**src/rtl/cbsp_pkg.sv**
```systemverilog
// constants, weight tables and types for the corner b-spline point generator
package cbsp_pkg;

	localparam int STEPS   = 10;
	localparam int FAC     = 1000;
	localparam int SEGS    = 3;
	localparam int POINTS  = SEGS * STEPS + 1;
	localparam int STEP_W  = $clog2(STEPS);
	localparam int SEG_W   = $clog2(SEGS);

	localparam int COORD_W = 16;
	localparam int CTL_W   = COORD_W + 2;
	localparam int WGT_W   = 10;
	localparam int PROD_W  = CTL_W + WGT_W + 1;
	localparam int SUM_W   = PROD_W + 2;

	// divide by 4*FAC = 32*125: shift by 5, then reciprocal multiply by 1/125
	localparam int HALF       = 2 * FAC;
	localparam int PRE_SHIFT  = 5;
	localparam int DIV_REST   = (4 * FAC) >> PRE_SHIFT;
	localparam int OFFSET     = DIV_REST * (1 << COORD_W);
	localparam int Y_W        = 24;
	localparam int RECIP_SHIFT = 31;
	localparam int RECIP_W    = 25;
	localparam int PRODQ_W    = Y_W + RECIP_W;
	localparam logic [RECIP_W-1:0] RECIP =
		RECIP_W'(((64'd1 << RECIP_SHIFT) + 64'(DIV_REST) - 64'd1) / 64'(DIV_REST));

	typedef logic signed [COORD_W-1:0] coord_t;
	typedef logic signed [CTL_W-1:0]   ctl_t;
	typedef logic [WGT_W-1:0]          wgt_t;
	typedef wgt_t [STEPS-1:0]          wtab_t;
	typedef logic [STEP_W-1:0]         step_t;
	typedef logic [SEG_W-1:0]          seg_t;

	typedef struct packed {
		logic  valid;
		logic  last;
		seg_t  seg;
		step_t step;
	} issue_t;

	function automatic wtab_t build_t1();
		wtab_t tab;
		int    w;
		for (int j = 0; j < STEPS; j++) begin
			w = FAC * j / STEPS;
			tab[j] = WGT_W'(w * w / (2 * FAC));
		end
		return tab;
	endfunction

	function automatic wtab_t build_t2();
		wtab_t tab;
		int    u;
		for (int j = 0; j < STEPS; j++) begin
			u = FAC * j / STEPS - FAC / 2;
			tab[j] = WGT_W'(3 * FAC / 4 - u * u / FAC);
		end
		return tab;
	endfunction

	function automatic wtab_t build_t3();
		wtab_t tab;
		int    v;
		for (int j = 0; j < STEPS; j++) begin
			v = FAC * j / STEPS - FAC;
			tab[j] = WGT_W'(v * v / (2 * FAC));
		end
		return tab;
	endfunction

	localparam wtab_t T1 = build_t1();
	localparam wtab_t T2 = build_t2();
	localparam wtab_t T3 = build_t3();

endpackage

```
**src/rtl/cbsp_eval.sv**
```systemverilog
// three-stage evaluation pipeline: weighted products, rounding prep, reciprocal divide
module cbsp_eval (
	input  logic            clk,
	input  logic            arst_n,
	input  cbsp_pkg::issue_t issue,
	input  cbsp_pkg::ctl_t  p1x,
	input  cbsp_pkg::ctl_t  mx,
	input  cbsp_pkg::ctl_t  p3x,
	input  cbsp_pkg::ctl_t  p1y,
	input  cbsp_pkg::ctl_t  my,
	input  cbsp_pkg::ctl_t  p3y,
	output cbsp_pkg::coord_t point_x,
	output cbsp_pkg::coord_t point_y,
	output logic            last_point,
	output logic            point_valid
);
	import cbsp_pkg::*;

	typedef logic signed [PROD_W-1:0] prod_t;

	ctl_t  ax, bx, cx, ay, by, cy;
	wgt_t  w1, w2, w3;
	prod_t prod_x_s1 [3];
	prod_t prod_y_s1 [3];
	logic  valid_s1, last_s1;
	logic [Y_W-1:0] yx_s2, yy_s2;
	logic  valid_s2, last_s2;
	logic [PRODQ_W-1:0] qx, qy;

	function automatic prod_t wmul(ctl_t c, wgt_t w);
		return PROD_W'(c) * PROD_W'($signed({1'b0, w}));
	endfunction

	// add half, floor by 32, then bias so the divide by 125 sees a nonnegative value
	function automatic logic [Y_W-1:0] pre_round(prod_t a, prod_t b, prod_t c);
		logic signed [SUM_W-1:0] sum;
		logic signed [SUM_W-1:0] shr;
		sum = SUM_W'(a) + SUM_W'(b) + SUM_W'(c) + SUM_W'(HALF);
		shr = sum >>> PRE_SHIFT;
		return Y_W'(shr + SUM_W'(OFFSET));
	endfunction

	// control points C[seg], C[seg+1], C[seg+2] of the sequence P1 P1 M P3 P3
	always_comb begin
		case (issue.seg)
			SEG_W'(0): begin
				ax = p1x; bx = p1x; cx = mx;
				ay = p1y; by = p1y; cy = my;
			end
			SEG_W'(1): begin
				ax = p1x; bx = mx; cx = p3x;
				ay = p1y; by = my; cy = p3y;
			end
			default: begin
				ax = mx; bx = p3x; cx = p3x;
				ay = my; by = p3y; cy = p3y;
			end
		endcase
		w1 = T1[issue.step];
		w2 = T2[issue.step];
		w3 = T3[issue.step];
	end

	always_ff @(posedge clk) begin
		prod_x_s1[0] <= wmul(ax, w3);
		prod_x_s1[1] <= wmul(bx, w2);
		prod_x_s1[2] <= wmul(cx, w1);
		prod_y_s1[0] <= wmul(ay, w3);
		prod_y_s1[1] <= wmul(by, w2);
		prod_y_s1[2] <= wmul(cy, w1);
		last_s1 <= issue.last;
		yx_s2 <= pre_round(prod_x_s1[0], prod_x_s1[1], prod_x_s1[2]);
		yy_s2 <= pre_round(prod_y_s1[0], prod_y_s1[1], prod_y_s1[2]);
		last_s2 <= last_s1;
	end

	assign qx = PRODQ_W'(yx_s2) * PRODQ_W'(RECIP);
	assign qy = PRODQ_W'(yy_s2) * PRODQ_W'(RECIP);

	// low bits of the biased quotient are the signed result
	always_ff @(posedge clk) begin
		point_x <= qx[RECIP_SHIFT +: COORD_W];
		point_y <= qy[RECIP_SHIFT +: COORD_W];
	end

	always_ff @(posedge clk or negedge arst_n) begin
		if (!arst_n) begin
			valid_s1    <= 1'b0;
			valid_s2    <= 1'b0;
			point_valid <= 1'b0;
			last_point  <= 1'b0;
		end else begin
			valid_s1    <= issue.valid;
			valid_s2    <= valid_s1;
			point_valid <= valid_s2;
			last_point  <= valid_s2 & last_s2;
		end
	end

endmodule

```
**src/rtl/corner_bspline_points.sv**
```systemverilog
// corner rounding: 31 quadratic b-spline points per item, start point first
// first point passes the product, rounding and divide registers; then one point per cycle
// items: the single point sequencer issues all points of an item before it takes the next; busy drops
//   during the last issue cycle so the next item follows without a gap
// reset: arst_n clears the sequencer and pipeline valids; the receiver cannot stall
module corner_bspline_points (
	input  logic             clk,
	input  logic             arst_n,
	input  logic             start,
	output logic             busy,
	input  cbsp_pkg::coord_t start_x,
	input  cbsp_pkg::coord_t start_y,
	input  cbsp_pkg::coord_t corner_x,
	input  cbsp_pkg::coord_t corner_y,
	input  cbsp_pkg::coord_t end_x,
	input  cbsp_pkg::coord_t end_y,
	output cbsp_pkg::coord_t point_x,
	output cbsp_pkg::coord_t point_y,
	output logic             last_point,
	output logic             point_valid
);
	import cbsp_pkg::*;

	ctl_t   p1x_q, mx_q, p3x_q, p1y_q, my_q, p3y_q;
	logic   active_q, first_q;
	seg_t   seg_q;
	step_t  step_q;
	logic   cmd_accept, last_issue;
	issue_t issue;

	assign last_issue = active_q && !first_q && seg_q == SEG_W'(SEGS - 1)
		&& step_q == STEP_W'(STEPS - 1);
	assign busy       = active_q && !last_issue;
	assign cmd_accept = start && !busy;

	// control points in quarter units
	always_ff @(posedge clk) begin
		if (cmd_accept) begin
			p1x_q <= CTL_W'(start_x) <<< 2;
			p1y_q <= CTL_W'(start_y) <<< 2;
			p3x_q <= CTL_W'(end_x) <<< 2;
			p3y_q <= CTL_W'(end_y) <<< 2;
			mx_q  <= CTL_W'(start_x) + (CTL_W'(corner_x) <<< 1) + CTL_W'(end_x);
			my_q  <= CTL_W'(start_y) + (CTL_W'(corner_y) <<< 1) + CTL_W'(end_y);
		end
	end

	// first issue repeats segment 0 step 0, which lands exactly on the start point
	always_ff @(posedge clk or negedge arst_n) begin
		if (!arst_n) begin
			active_q <= 1'b0;
			first_q  <= 1'b0;
			seg_q    <= '0;
			step_q   <= '0;
		end else if (cmd_accept) begin
			active_q <= 1'b1;
			first_q  <= 1'b1;
			seg_q    <= '0;
			step_q   <= '0;
		end else if (active_q) begin
			if (first_q) begin
				first_q <= 1'b0;
			end else if (step_q == STEP_W'(STEPS - 1)) begin
				step_q <= '0;
				if (seg_q == SEG_W'(SEGS - 1)) begin
					active_q <= 1'b0;
					seg_q    <= '0;
				end else begin
					seg_q <= seg_q + SEG_W'(1);
				end
			end else begin
				step_q <= step_q + STEP_W'(1);
			end
		end
	end

	always_comb begin
		issue.valid = active_q;
		issue.last  = last_issue;
		issue.seg   = seg_q;
		issue.step  = step_q;
	end

	cbsp_eval u_eval (
		.clk         (clk),
		.arst_n      (arst_n),
		.issue       (issue),
		.p1x         (p1x_q),
		.mx          (mx_q),
		.p3x         (p3x_q),
		.p1y         (p1y_q),
		.my          (my_q),
		.p3y         (p3y_q),
		.point_x     (point_x),
		.point_y     (point_y),
		.last_point  (last_point),
		.point_valid (point_valid)
	);

endmodule

```
**config.mk**
```make
export PLATFORM = sky130hd
export DESIGN_NAME = corner_bspline_points
export DESIGN_NICKNAME = d
export VERILOG_FILES = /design/src/rtl/cbsp_pkg.sv /design/src/rtl/cbsp_eval.sv /design/src/rtl/corner_bspline_points.sv
export SDC_FILE = /design/constraint.sdc
export NUM_CORES = 2
export LEC_CHECK = 0
export ABC_AREA = 0
export BUFFER_PORTS_ARGS = -buffer_cell sky130_fd_sc_hd__buf_4
export CORE_MARGIN = 1
export CORE_UTILIZATION = 55
export DETAILED_ROUTE_END_ITERATION = 6
export PLACE_DENSITY_LB_ADDON = 0.1
export SLEW_MARGIN = 20
export SYNTH_ARGS = -nofsm -noshare
export SYNTH_HDL_FRONTEND = slang
export SYNTH_SLANG_ARGS = --single-unit
```
**constraint.sdc**
```tcl
create_clock -name clk -period 20.3 [get_ports clk]
set_input_delay 4.06 -clock clk [delete_from_list [all_inputs] [get_ports clk]]
set_output_delay 4.06 -clock clk [all_outputs]
set_load 0.01 [all_outputs]
```
# Yosys cells after proc, flatten, opt, wreduce, memory -nomap -nowiden
# Memories as Yosys holds them, arrays and structs flattened.
# Index checks and enable logic that the tools add are counted.
totals:
  ff_bits: 194
  ramBits: 174
  romBits: 480
  inputBits: 99
  out_inout_bits: 35
  wordCells: 92
  memories: 5
classes:
  add_sub_neg: 14
  mul: 8
  magnitude_cmp: 1
  eq_ne: 4
  muxes: 25
  bitwise_logic: 1
  reduce_logical: 14
memory_table:
  columns: ["name", "depth", "word_bits", "rd", "rd_clocked_by_memory_dff", "write_ports", "line_no", "rtl"]
  rows:
  - ["(name not given)", 16, 10, 1, 0, 0, "cbsp_eval.sv:60", "w2 = T2[issue.step];"]
  - ["(name not given)", 16, 10, 1, 0, 0, "cbsp_eval.sv:61", "w3 = T3[issue.step];"]
  - ["(name not given)", 16, 10, 1, 0, 0, "cbsp_eval.sv:59", "w1 = T1[issue.step];"]
  - ["u_eval.prod_x_s1", 3, 29, 3, 0, 3, "cbsp_eval.sv:23", "prod_t prod_x_s1 [3];"]
  - ["u_eval.prod_y_s1", 3, 29, 3, 0, 3, "cbsp_eval.sv:24", "prod_t prod_y_s1 [3];"]
ops:
  columns: ["operator", "n"]
  rows:
  - ["$mul 18x11->29", 6]
  - ["$add 29x29->29", 4]
  - ["$mul 24x24->46 const B", 2]
  - ["$mux 18", 4]
  - ["$pmux 18 s2", 2]
  - ["$add 29x12->29 const B", 2]
  - ["$add 24x24->24 const B", 2]
  - ["$add 16x17->18", 2]
  - ["$add 18x16->18", 2]
  - ["$mux 10", 3]
  - ["$mux 4", 4]
  - ["$mux 2", 5]
  - ["$mux 1", 7]
  - ["$logic_and 1x1->1", 5]
  - ["$lt 4x5->1 const B", 1]
  - ["$add 4x1->4 const B", 1]
  - ["$eq 4x4->1 const B", 1]
  - ["$reduce_bool 2->1", 2]
  - ["$logic_not 1->1", 3]
  - ["$reduce_and 3->1", 1]
  - ["$add 2x1->2 const B", 1]
  - ["$eq 2x1->1 const B", 1]
  - ["$eq 2x2->1 const B", 1]
  - ["$logic_not 2->1", 1]
  - ["4 further kinds", 4]

# Depth between registers and ports, before layout
depth:
  ltp_word: 10
  mapped_depth: 32

# Modules after synthesis
# A second synthesis with hierarchy kept.
hier_totals:
  hier_cells: 7165
  hier_area_um2: 68004.0
by_module_without_submodules:
  columns: ["mod", "instances", "cells_per_inst", "area_per_inst_um2", "seq_area_each_um2"]
  rows:
  - ["cbsp_eval", 1, 6753, 62283.5, 5185.0]
  - ["corner_bspline_points", 1, 412, 5720.5, 3203.1]

# Worst setup path after synthesis
# Ideal clock, no wire load.
synth_path:
  path_kind: "register to register"
  from: "register step_q[0]"
  to: "memory u_eval.prod_y_s1[0][28] (netlist bit)"
  setup_time_ns: 0.120
  arrival_ns: 7.373
  path_slack_ns: 12.807
  stages_incl_launch_ff: 30
  n_path_buf: 4
  cell_sequence: "dfrtp_1 > clkbuf_1 > inv_1 > clkbuf_1 > buf_1 > ha_1 > nor2b_1 > a211oi_1 > clkbuf_1 > nand2_1 > fa_1 > fa_1 > fa_1 > inv_1 > fa_1 > inv_1 > fa_1 > inv_1 > ha_1 > o21ai_0 > nand2_1 > a31oi_1 > o21ai_0 > o41ai_1 > o211a_1 > a211oi_1 > a211o_1 > nor3_1 > a21oi_1 > xnor2_1"
synth_lines:
  columns: ["element", "line_no", "rtl"]
  rows:
  - ["start, declared", "corner_bspline_points.sv:27", "step_t step_q;"]
  - ["start signal, assigned", "corner_bspline_points.sv:72", "step_q <= step_q + STEP_W'(1);"]
  - ["end, declared", "cbsp_eval.sv:24", null]

==> metrics.txt <==
master of the slowest instance on the critical path sky130_fd_sc_hd__nor2_4; final worst clock skew 0.0374 ns; count of nets after finishing 9704; number of failing setup endpoints in the final timing report 0; maximum operating frequency 0.122 GHz; total negative slack for setup checks 0 ns; buffering stage count on the worst path with inverters included 5; result of the run complete, no violations; floorplan die area 0.125 sq mm; Synthesized Nets 9601; wirelength, routed 162000 um; Crit Path Category flip-flop to flip-flop; Clock transition at path regs 0.06 ns; post-DR wirelength/cell 18.2 um; clock insertion delay at the later pin of the skew report 0.65 ns; Final Critical Period 8.18 ns; startpoint kind of the worst setup timing path flip-flop; sequential-to-total area share from yosys stat 0.124; post-route clock period utilization 0.403; Placeable Area 0.122 sq mm; starting utilization of the core area 0.556; Initial DRC Count 2393; FF-to-FF setup slack 12.12 ns; library cell appearing most often on the critical path sky130_fd_sc_hd__fa_1; longest individual stage delay on the worst path 0.71 ns; first-pass GRT wire length 266000 um; Slew Viols, Final 0; synthesized area per cell 9.46 sq um; worst setup margin 12.12 ns; most frequent cells in the layout 1974 x sky130_fd_sc_hd__inv_1, 1178 x sky130_fd_sc_hd__fa_1, 1150 x sky130_fd_sc_hd__ha_1, 608 x sky130_fd_sc_hd__nand2_1, 366 x sky130_fd_sc_hd__nor2_1; Most used DFF post-synth sky130_fd_sc_hd__dfxtp_1; Via Count 46500; worst-margin pin slew 0.965 ns; routed via count divided by cell count 5.20; leading cell type in the layout, fill and taps excluded sky130_fd_sc_hd__inv_1; vias in the first global route 49800; post_cts resized 0; GRT Residual Overflow 0; number of synthesized register bits 366; Post-synth EDFFs 100; clock tree from TritonCTS yes; master cell of the clock root buffer sky130_fd_sc_hd__clkbuf_16; kind of end point of the critical path flip-flop; detailed-router iteration count before antenna repair 6; number of core rows 128; routability congestion estimate from global placement 0.907; CTS Buf Count 48; proportion of synthesized flip-flops having asynchronous set or reset 0.0328; Syn-to-layout area delta 6.92%; worst relative slew slack 0.350; number of buffers added on ports 133; number of fill cells in the layout 10800; width of the die 353 um; number of maximum-capacitance violations 0; clock sink total 366; post-CTS setup-driven buffer insertion count 0; die span in y 353 um; remaining design rule violation count 0; top-level port count 134; global-route usage over all layers 0.272; H-tree levels 2; final HPWL from detailed placement 137000 um; Cell Area, Synth 0.0679 sq mm; top cell family by delay on the critical path adder cells; utilization of the core after routing 0.595; Final ANT Viol Nets 0; number of standard cells after synthesis 7174; CP Data Arrival Time 8.76 ns; number of hold-slack violations in the final timing report 0; RSZ-0062 raised after global routing no; worst-case setup slack after placement 12.19 ns; Post-CTS Hold Buffers 0; pin count of the biggest net entering global routing 77; clock tree buffer depth 3; Synthesis Warnings 0; final hold slack 0.329 ns; class of the most critical hold timing path flip-flop to flip-flop; endpoint required time on the critical path 20.88 ns; share of cells above drive strength 1 0.0504; initial antenna violation count 4; maximum fanout count along the critical path 35; Unique masters post-synth 78
## worst reg2reg max path, stage by stage, from the launching register on
cell and delay [ns]:
sky130_fd_sc_hd__dfrtp_2 0.65, sky130_fd_sc_hd__buf_4 0.37, sky130_fd_sc_hd__nor2_4 0.72, sky130_fd_sc_hd__buf_4 0.56
sky130_fd_sc_hd__mux2_2 0.50, sky130_fd_sc_hd__nand2_1 0.12, sky130_fd_sc_hd__fa_1 0.44, sky130_fd_sc_hd__fa_1 0.52
sky130_fd_sc_hd__inv_1 0.06, sky130_fd_sc_hd__fa_1 0.44, sky130_fd_sc_hd__fa_1 0.51, sky130_fd_sc_hd__inv_1 0.05
sky130_fd_sc_hd__fa_1 0.47, sky130_fd_sc_hd__inv_1 0.04, sky130_fd_sc_hd__ha_1 0.36, sky130_fd_sc_hd__a21oi_1 0.16
sky130_fd_sc_hd__nor2b_1 0.06, sky130_fd_sc_hd__o21ai_0 0.15, sky130_fd_sc_hd__nand2b_1 0.07, sky130_fd_sc_hd__a21oi_1 0.14
sky130_fd_sc_hd__o21ai_0 0.24, sky130_fd_sc_hd__a211oi_1 0.55, sky130_fd_sc_hd__o311ai_0 0.23, sky130_fd_sc_hd__a21oi_1 0.27
sky130_fd_sc_hd__o21ai_0 0.14, sky130_fd_sc_hd__a21oi_1 0.18, sky130_fd_sc_hd__xnor2_1 0.12
## per-stage QoR
step / cells / cell area (sq um)
finish: 8942 / 72600
detailed placement: 8852 / 70900
global route: 8941 / 72600
floorplan: 7174 / 67900
CTS: 8941 / 72600
global placement: 8852 / 70800
## metal layers
metal | vias to the layer above | global-route usage | share of wire
met4 | 2 | 0.0949 | 0.040
met3 | 245 | 0.0286 | 0.043
met5 | - | 0 | 0.00012
met2 | 961 | 0.468 | 0.48
li1 | 22200 | - | -
met1 | 23100 | 0.356 | 0.44
## synthesized netlist by cell type (12+ instances only)
| cell type | instances | area (sq um) |
|---|---|---|
| sky130_fd_sc_hd__nand2_1 | 608 | 2280 |
| sky130_fd_sc_hd__nor2b_1 | 39 | 244 |
| sky130_fd_sc_hd__xor2_1 | 68 | 596 |
| sky130_fd_sc_hd__xnor2_1 | 195 | 1710 |
| sky130_fd_sc_hd__a21o_1 | 87 | 653 |
| sky130_fd_sc_hd__buf_1 | 13 | 48.8 |
| sky130_fd_sc_hd__clkbuf_1 | 108 | 405 |
| sky130_fd_sc_hd__edfxtp_1 | 100 | 3000 |
| sky130_fd_sc_hd__fa_1 | 1178 | 23600 |
| sky130_fd_sc_hd__nor2_1 | 369 | 1390 |
| sky130_fd_sc_hd__o21ai_0 | 86 | 430 |
| sky130_fd_sc_hd__nor3_1 | 47 | 235 |
| sky130_fd_sc_hd__dfrtp_1 | 12 | 300 |
| sky130_fd_sc_hd__dfxtp_1 | 254 | 5080 |
| sky130_fd_sc_hd__a21oi_1 | 199 | 996 |
| sky130_fd_sc_hd__a211oi_1 | 18 | 135 |
| sky130_fd_sc_hd__nand3_1 | 66 | 330 |
| sky130_fd_sc_hd__and2_1 | 138 | 863 |
| sky130_fd_sc_hd__o21bai_1 | 33 | 248 |
| sky130_fd_sc_hd__ha_1 | 1150 | 14400 |
| sky130_fd_sc_hd__and3_1 | 46 | 288 |
| sky130_fd_sc_hd__inv_1 | 1976 | 7420 |
| sky130_fd_sc_hd__nand4_1 | 18 | 113 |
| sky130_fd_sc_hd__mux2i_1 | 37 | 370 |
| sky130_fd_sc_hd__mux2_2 | 64 | 721 |
| sky130_fd_sc_hd__or3_1 | 15 | 93.8 |
| sky130_fd_sc_hd__o21a_1 | 59 | 443 |
| sky130_fd_sc_hd__nand2b_1 | 33 | 206 |
| sky130_fd_sc_hd__o211ai_1 | 15 | 113 |
| sky130_fd_sc_hd__a31oi_1 | 12 | 75.1 |
## final timing paths
path / start / end / cells past startpoint
max: seg_q[0] / u_eval.prod_x_s1[0][86] / 26
min: u_eval.last_s1 / u_eval.last_s2 / 0
max reg2reg: seg_q[0] / u_eval.prod_x_s1[0][86] / 26
min reg2reg: u_eval.last_s1 / u_eval.last_s2 / 0
max in group asynchronous: arst_n / step_q[0] / 1
min in group asynchronous: arst_n / seg_q[1] / 1
## cells by family after synthesis
| kind of cell | after synthesis | synth area share |
|---|---|---|
| AOI/OAI and AO/OA | 611 | 0.0584 |
| adders and majority gates | 2328 | 0.559 |
| DFF | 366 | 0.124 |
| buffers and inverters | 2097 | 0.116 |
| xor gates and xnor gates | 263 | 0.0339 |
| and+or+nand+nor | 1407 | 0.0923 |
| muxes | 102 | 0.0163 |
## registers in the layout, summed over array words and instances, names as in the netlist
| register | flops |
|---|---|
| seg_q | 2 |
| u_eval.prod_y_s1 | 86 |
| p3x_q | 16 |
| u_eval.point_x | 16 |
| u_eval.valid_s2 | 1 |
| u_eval.prod_x_s1 | 86 |
| u_eval.valid_s1 | 1 |
| u_eval.yx_s2 | 24 |
| active_q | 1 |
| p3y_q | 16 |
| u_eval.point_valid | 1 |
| u_eval.last_point | 1 |
| mx_q | 18 |
| p1x_q | 16 |
| u_eval.last_s1 | 1 |
| p1y_q | 16 |
| u_eval.yy_s2 | 24 |
| u_eval.point_y | 16 |
| first_q | 1 |
| u_eval.last_s2 | 1 |
| my_q | 18 |
| step_q | 4 |
## cell type report
| cell class | instances | area, sq um | area share |
|---|---|---|---|
| repair buffers | 174 | 1310 | 0.0180 |
| inverters | 1976 | 7420 | 0.102 |
| well taps | 1625 | 2030 | 0.0280 |
| multi-input cells | 4711 | 51700 | 0.712 |
| flip-flops and latches | 366 | 8390 | 0.116 |
| clock inverters | 33 | 434 | 0.00598 |
| diodes | 1 | 2.50 | 0.0000345 |
| clock buffers | 56 | 1280 | 0.0177 |
Power is not shown: default switching activity piles up to over one toggle a cycle in this logic, so the estimate is an artifact.
